`src/rtl/core/acs_pkg.sv`:
```
// Shared types, constants and control structs for the acquisition channel sequencer.
package acs_pkg;

    localparam int STORE_DEPTH = 256;
    localparam int ADDR_W      = $clog2(STORE_DEPTH);
    localparam int DATA_W      = 32;
    localparam int PIN_LINES   = 6;
    localparam int CNT_W       = $clog2(DATA_W + 1);

    typedef enum logic [2:0] {
        K_ENABLE = 3'd0,
        K_TICK   = 3'd1,
        K_GET    = 3'd2,
        K_PUT    = 3'd3,
        K_FLUSH  = 3'd4,
        K_TRIG   = 3'd5
    } t_kind;

    typedef enum logic [2:0] {
        CFG_CHANNEL_MODE  = 3'd0,
        CFG_MAX_POINTS    = 3'd1,
        CFG_MAX_REPEATS   = 3'd2,
        CFG_TRIGGER_MODE  = 3'd3,
        CFG_TRIGGER_LEVEL = 3'd4
    } t_cfg_reg;

    typedef enum logic [1:0] {
        RS_READY = 2'd0,
        RS_RUN   = 2'd1,
        RS_STOP  = 2'd2
    } t_run;

    localparam logic [3:0] TM_ANALOG_ABOVE = 4'd7;
    localparam logic [3:0] TM_ANALOG_BELOW = 4'd8;

    typedef enum logic [2:0] {
        S_IDLE,
        S_PREP,
        S_DIV,
        S_RD,
        S_EXEC
    } t_state;

    typedef struct packed {
        logic latch;
        logic div_start;
        logic ram_rd;
        logic exec;
    } t_cmd;

    typedef struct packed {
        logic need_div;
        logic div_done;
        logic out_free;
    } t_status;

endpackage

```
`src/rtl/core/acs_ctrl.sv`:
```
// Controller: sequences latch, remainder, store read and execute for each command.
module acs_ctrl (
    input  logic             i_clk,
    input  logic             i_rst_n,
    input  logic             i_in_valid,
    output logic             o_in_ready,
    input  acs_pkg::t_status i_status,
    output acs_pkg::t_cmd    o_cmd
);

    acs_pkg::t_state r_state, n_state;

    always_comb begin
        n_state = r_state;
        unique case (r_state)
            acs_pkg::S_IDLE: if (i_in_valid) n_state = acs_pkg::S_PREP;
            acs_pkg::S_PREP: n_state = i_status.need_div ? acs_pkg::S_DIV : acs_pkg::S_RD;
            acs_pkg::S_DIV:  if (i_status.div_done) n_state = acs_pkg::S_RD;
            acs_pkg::S_RD:   n_state = acs_pkg::S_EXEC;
            acs_pkg::S_EXEC: if (i_status.out_free) n_state = acs_pkg::S_IDLE;
            default:         n_state = acs_pkg::S_IDLE;
        endcase
    end

    always_comb begin
        o_in_ready      = 1'b0;
        o_cmd           = '0;
        unique case (r_state)
            acs_pkg::S_IDLE: begin
                o_in_ready  = 1'b1;
                o_cmd.latch = i_in_valid;
            end
            acs_pkg::S_PREP: o_cmd.div_start = i_status.need_div;
            acs_pkg::S_RD:   o_cmd.ram_rd    = 1'b1;
            acs_pkg::S_EXEC: o_cmd.exec      = i_status.out_free;
            default: begin
            end
        endcase
    end

    always_ff @(posedge i_clk) begin
        if (!i_rst_n) begin
            r_state <= acs_pkg::S_IDLE;
        end else begin
            r_state <= n_state;
        end
    end

endmodule

```
`config.mk`:
```
export PLATFORM = sky130hd
export DESIGN_NAME = acs_ctrl
export DESIGN_NICKNAME = d
export VERILOG_FILES = /design/src/rtl/core/acs_pkg.sv /design/src/rtl/core/acs_ctrl.sv
export SDC_FILE = /design/constraint.sdc
export NUM_CORES = 1
export LEC_CHECK = 0
export ABC_AREA = 1
export BUFFER_PORTS_ARGS = -buffer_cell sky130_fd_sc_hd__clkbuf_2
export CAP_MARGIN = 40
export CELL_PAD_IN_SITES_DETAIL_PLACEMENT = 1
export CELL_PAD_IN_SITES_GLOBAL_PLACEMENT = 1
export CORE_AREA = 2 2 39 41
export CTS_BUF_LIST = sky130_fd_sc_hd__clkbuf_4
export DETAILED_ROUTE_END_ITERATION = 8
export DIE_AREA = 0 0 41 43
export MAX_ROUTING_LAYER = met4
export PLACE_DENSITY = 0.55
export RECOVER_POWER = 100
export SYNTH_ARGS = -nofsm -noshare
export SYNTH_HDL_FRONTEND = slang
export SYNTH_SLANG_ARGS = --single-unit
```
`constraint.sdc`:
```
create_clock -name i_clk -period 1.2 [get_ports i_clk]
set_clock_uncertainty 0.15 [all_clocks]
set_input_delay 0.24 -clock i_clk [delete_from_list [all_inputs] [get_ports i_clk]]
set_output_delay 0.24 -clock i_clk [all_outputs]
set_load 0.05 [all_outputs]
```
==> run metrics, run 1 <==
status finished with violations; failing checks negative setup slack; CP Class reg2out; Antenna Nets Post-Route 0; wirelength, routed approximately 640 µm; Synth-to-Final Area Change 152.8%; clock slew at reported path FFs ~0.04 ns; post-DR vias/cell 3.957; ANT cells 0; Die Ht about 43 µm; cell family with most CP delay flip-flops; number of antenna violations at the first check in global routing 0; leading post-synthesis cells by cell area dfxtp_1 30%, inv_1 17%, nand3_2 15%; core area roughly 1400 µm²; nets@finish 61; hold_ws 0.1379 ns; die area 1763 µm²; CTS sink cnt 3; Power Total 718.9 µW; max incr delay on CP 0.36 ns; Syn Nets 36; # port buffers 10; row count 14; final hold vios 0; slowest stage cell, crit path dfxtp_4; WL per Instance 9.100 µm; pre-CTS WS -0.1336 ns; die extent in x 41 µm; sequential-to-total area share from yosys stat 29.81%; Yosys reg bits 3; starting density of the core 14.56%; DRC errors left 0; Mean Syn Cell Area 6.715 µm²; number of global-route vias before repair 314; Critical Path AT 1.10 ns; Setup crit end kind output port; 1st-iter DRT viols 3; share of cells above drive strength 1 79.63%; yosys warns 0; first-pass GRT wire length 1.179 mm; leading cell types in the layout, fill and taps excluded 9 x buf_4, 5 x inv_1, 5 x clkbuf_4, 5 x clkbuf_2, 4 x nand3_2; synth unique cells 11; PwrDens 1412 nW/µm²; routed via count 277; setup violators final 6; setup slack after layout -0.2931 ns; CP bufs+invs 1; Synth top area share between 20% and 30%; top flop regs r_state x3; Period minus WS final 1.493 ns; H-tree Lvls 1; clock buffer depth 2; most common cell after layout, fill and taps aside buf_4; max reg flops 3; cell taking the most area after synthesis dfxtp_1; Pins Over Slew Limit 0; Max Fclk roughly 670 MHz; maximum vdd ir drop 0.0004218 V; CTS Hold Bufs 0; Least-Margin Pin Slew 0.2137 ns; clk root buf clkbuf_4; Worst setup SP type flop; Max-Cap Viols 0; Worst-Skew Late Latency 0.23 ns; cells along the critical path nor4_4, clkbuf_8; Gate Count Post-Synth 30; Slew headroom 85.65%; design area 509.2 µm²; TritonCTS clock tree yes; Worst Path Required slightly above 0.8 ns; Overall Global Routing Usage 10.60%; largest net degree at the start of global routing 6; Placed Area 391.6 µm²; Overflow after GRT 0; cts bufs inserted 3; drt first pass iters 2; Synth Cell Area between 200 and 250 µm²; path type of the worst min-delay path in2reg; I/O pin total 11; Static Leakage 0.2369 nW; peak fanout along the critical path 5; Core Util, Final about 37%; RSZ-0062 raised after global routing true; largest reg by FF count r_state; gpl congestion 0.7110; Final Cycle Share 124.4%; Final HPWL DP 514.4 µm
==> layer usage <==
metal / share of wire (%) / up-vias / global-route usage (%)
li1: - / 143 / -
met3: 5.2 / 2 / 3.141
met1: 36 / 124 / 10.29
met4: 1.3 / 0 / 8.000
met2: 57 / 8 / 16.56
met5: 0 / - / -
==> cells by family (layout without fill, tap and decap cells) <==
| kind of cell | Yosys count | in the layout | share of synthesized area (%) |
|---|---|---|---|
| AND/OR/NAND/NOR | 15 | 15 | 45.96 |
| AO/OA/AOI/OAI | 3 | 3 | 7.451 |
| flip-flops | 3 | 3 | 29.81 |
| buffers and inverters | 9 | 33 | 16.77 |
==> worst register-to-register path, stage by stage, from the launching register on <==
cell and delay (ns):
dfxtp_4 0.36, buf_4 0.14, buf_4 0.13, nor2_4 0.10, nand3_2 0.11, nand3_2 0.08, nor3_2 0.03
==> Yosys cell counts (all sizes together) <==
master and number:
a21oi 2, dfxtp 3, inv 9, nand2 3
nand3 6, nor2 4, nor3 1, nor4 1
o21ai 1
==> stage by stage <==
step,cells,TNS [ns]
3_3_place_gp,64,-0.4952
2_1_floorplan,30,-0.2921
4_1_cts,70,-1.323
6_report,70,-1.256
5_1_grt,70,-1.598
3_5_place_dp,64,-0.5209
==> report_power, final <==
part           internal, mW  switching (mW)
logic                 0.179           0.195
registers             0.118          0.0266
clock network         0.147          0.0537
==> timing repair <==
item	in CTS	in global routing
setup buffers	2	0
setup endpoints to repair	5	7
gates resized for setup	15	4
pin swaps	0	2
==> path summary, 6_finish.rpt <==
| check | start | end | slack (ns) | cells past startpoint |
|---|---|---|---|---|
| min reg2reg | r_state[1] | r_state[2] | 0.43 | 2 |
| min | i_rst_n | r_state[2] | 0.14 | 3 |
| max | r_state[0] | o_cmd[0] | -0.29 | 2 |
| max reg2reg | r_state[0] | r_state[0] | 0 | 6 |
==> area by class of cell <==
class / instances / area [µm²]
flip-flops and latches: 3 / 71.32
repair buffers: 20 / 187.7
inverters: 9 / 46.29
well taps: 16 / 20.02
multi-input cells: 18 / 153.9
fillers: 160 / 874.6
clock buffers: 4 / 30.03
(Power assumes the default switching activity.)
==> run 2: changes to the inputs <==
--- a/config.mk
+++ b/config.mk
@@ -5,7 +5,6 @@
 export SDC_FILE = /design/constraint.sdc
 export NUM_CORES = 1
 export LEC_CHECK = 0
-export ABC_AREA = 1
 export BUFFER_PORTS_ARGS = -buffer_cell sky130_fd_sc_hd__clkbuf_2
 export CAP_MARGIN = 40
 export CELL_PAD_IN_SITES_DETAIL_PLACEMENT = 1
@@ -15,7 +14,7 @@
 export DETAILED_ROUTE_END_ITERATION = 8
 export DIE_AREA = 0 0 41 43
 export MAX_ROUTING_LAYER = met4
-export PLACE_DENSITY = 0.55
+export PLACE_DENSITY = 0.5
 export RECOVER_POWER = 100
 export SYNTH_ARGS = -nofsm -noshare
 export SYNTH_HDL_FRONTEND = slang
==> run 2 against run 1 <==
The flow still finishes with violations (negative setup slack). Worst setup slack got worse by 0.020 ns. Utilization shrank 1.4 points. Sequential power is essentially flat. Synthesized area down 8.1%. Global-route usage rose by 1.2 points. Final cell count shrank 19%. Count of clock-buffer cells in the layout stayed put. Sequential share of layout area about the same.
==> run metrics, run 2 <==
clk root buf clkbuf_4; cts bufs inserted 3 (unchanged); path type of the worst min-delay path in2reg; EDFF count, synth 0 (unchanged); top flop regs r_state x3; cells along the critical path buf_6, nor3_4, and2_4, buf_12; synth unique cells 16 (+5); H-tree Lvls 1 (unchanged); CTS Hold Bufs 0 (unchanged); final hold vios 0 (unchanged); Max-Cap Viols 0 (unchanged); row count 14 (unchanged); CTS sink cnt 3 (unchanged); die area 1763 µm² (unchanged); routed via count 228 (-18%); Placed Area 351.6 µm² (-10%); PwrDens 1504 nW/µm² (+6.5%); Synth Flop Type dfxtp_1; drt first pass iters 1 (-1); top post-synthesis cells by count 3 x dfxtp_1, 2 x nor3_1; leading cell types in the layout, fill and taps excluded 5 x clkbuf_2, 5 x buf_4, 5 x buf_6; pre-CTS WS -0.1575 ns (-0.02386 ns); register area 68.82 µm² (-3.5%); clock slew at reported path FFs 0.03 ns (about the same); status finished with violations; failing checks negative setup slack; die extent in x 41 µm (unchanged); leading post-synthesis cells by cell area dfxtp_1 32%, mux2_4 8.1%, and4bb_2 6.8%; # port buffers 10 (unchanged); maximum vdd ir drop 0.0005438 V (+29%); slowest stage cell, crit path dfxtp_2; core area 1384 µm² (unchanged); Yosys reg bits 3 (unchanged); CP Class reg2out; ys async rst share 0% (unchanged); number of global-route vias before repair 290 (-7.6%); post-DR vias/cell 4.000 (+1.1%); wirelength, routed 769 µm (+21%); Gate Count Post-Synth 19 (-37%); nets@finish 48 (-21%); RSZ-0062 raised after global routing true; Least-Margin Pin Slew 0.2202 ns (+0.006515 ns); setup slack after layout -0.3134 ns (-0.02036 ns); ANT cells 0 (unchanged); most frequent cell after synthesis dfxtp_1; design area 490.5 µm² (-3.7%); Worst-Skew Late Latency 0.23 ns (about the same); fillcell total 163 (+1.9%); largest net degree at the start of global routing 7 (+1); Antenna Nets Post-Route 0 (unchanged); Synth-to-Final Area Change 164.9%; Worst setup SP type flop; Final Cycle Share 126.1% (+1.7 points); gpl congestion 0.7565 (+6.4%); max reg flops 3 (unchanged); R2R Setup Slk -0.07 ns (-0.07 ns); Slew headroom 85.16% (-0.48 points); Synth top area share 32.43% (+2.6 points); first-pass GRT wire length 1.269 mm (+7.6%); sequential-to-total area share from yosys stat 32.43% (+2.6 points); Overall Global Routing Usage 11.84% (+1.2 points); Syn Nets 25 (-31%); 1st-iter DRT viols 0 (-3); Final HPWL DP 515.4 µm (+0.19%); Setup crit end kind output port; hold_ws 0.1042 ns (-0.03364 ns); setup violators final 7 (+1); Max Fclk 660.8 MHz (-1.3%); Synth Cell Area 185.2 µm² (-8.1%); max incr delay on CP 0.34 ns (-0.02 ns); area occupied by multi-input gates 148.9 µm² (-3.3%); cell taking the most area after synthesis dfxtp_1; WL per Instance 13.49 µm (+48%); clock buffer depth 2 (unchanged); starting density of the core 13.38% (-1.2 points); Mean Syn Cell Area 9.746 µm² (+45%); share of cells above drive strength 1 82.93% (+3.3 points); Period minus WS final 1.513 ns (+0.02036 ns); Worst Path Required 0.81 ns (about the same); I/O pin total 11 (unchanged); Static Leakage 0.2171 nW (-8.4%); Die Ht 43 µm (unchanged); Overflow after GRT 0 (unchanged); Critical Path AT 1.12 ns (+0.02 ns); TritonCTS clock tree yes; DRC errors left 0 (unchanged); Pins Over Slew Limit 0 (unchanged); peak fanout along the critical path 5 (unchanged); number of antenna violations at the first check in global routing 0 (unchanged); yosys warns 0 (unchanged); largest reg by FF count r_state
==> run 2: cell type report <==
type / instances / area share [%]
clock buffers: 4 / 6.122
repair buffers: 20 / 44.64
multi-input cells: 13 / 30.36
inverters: 1 / 0.7653
well taps: 16 / 4.082
flip-flops and latches: 3 / 14.03
==> run 2: power by group <==
| group | total (mW) | leakage (nW) | internal (mW) | switching, mW |
|---|---|---|---|---|
| combinational | 0.398 | 0.172 | 0.220 | 0.177 |
| sequential | 0.144 | 0.0264 | 0.118 | 0.0259 |
| clock | 0.196 | 0.0184 | 0.147 | 0.0491 |
==> run 2: worst max-delay path, delay by kind of cell (launching register included) <==
family,cells,cell delay [ns]
buf+inv,2,0.25
flops,1,0.34
simple gates,2,0.30
==> run 2: what timing repair did <==
| item | CTS | global route |
|---|---|---|
| setup buffers | 2 | 2 |
| gates resized for setup | 15 | 4 |
| endpoints found under the setup margin | 7 | 7 |
| pin swaps | 3 | 3 |
==> run 2: kinds of logic (layout without fill, tap and decap cells) <==
family	count (synthesis)	in the layout	synth area share (%)
compound gates	3	3	12.84
xor+xnor	1	1	4.731
buf+inv	3	25	10.81
flops	3	3	32.43
mux	1	1	8.106
simple gates	8	8	31.08
==> run 2: metal layers <==
layer | up-vias | wire length [µm] | global-route usage, %
met2 | 4 | 462 | 19.06
met3 | 0 | 17 | 3.141
met5 | - | 0 | -
met1 | 112 | 289 | 11.61
met4 | 0 | 0 | 8.000
li1 | 112 | - | -
==> run 2: worst paths after layout <==
check | startpoint | to | depth (start not counted)
max | r_state[0] | o_cmd[3] | 4
min | i_rst_n | r_state[2] | 2
max reg2reg | r_state[1] | r_state[0] | 3
min reg2reg | r_state[0] | r_state[0] | 2
==> run 2: stage by stage <==
stage               utilization [%]  setup TNS, ns  cells  total power, mW
floorplan                         -        -0.8032     19           0.3167
global placement              25.41        -0.5469     49           0.4519
detailed placement            25.41        -0.7089     49           0.4619
CTS                           33.09         -1.489     55           0.7103
global route                  35.44         -1.826     57           0.7822
finish                        35.44         -1.542     57           0.7376
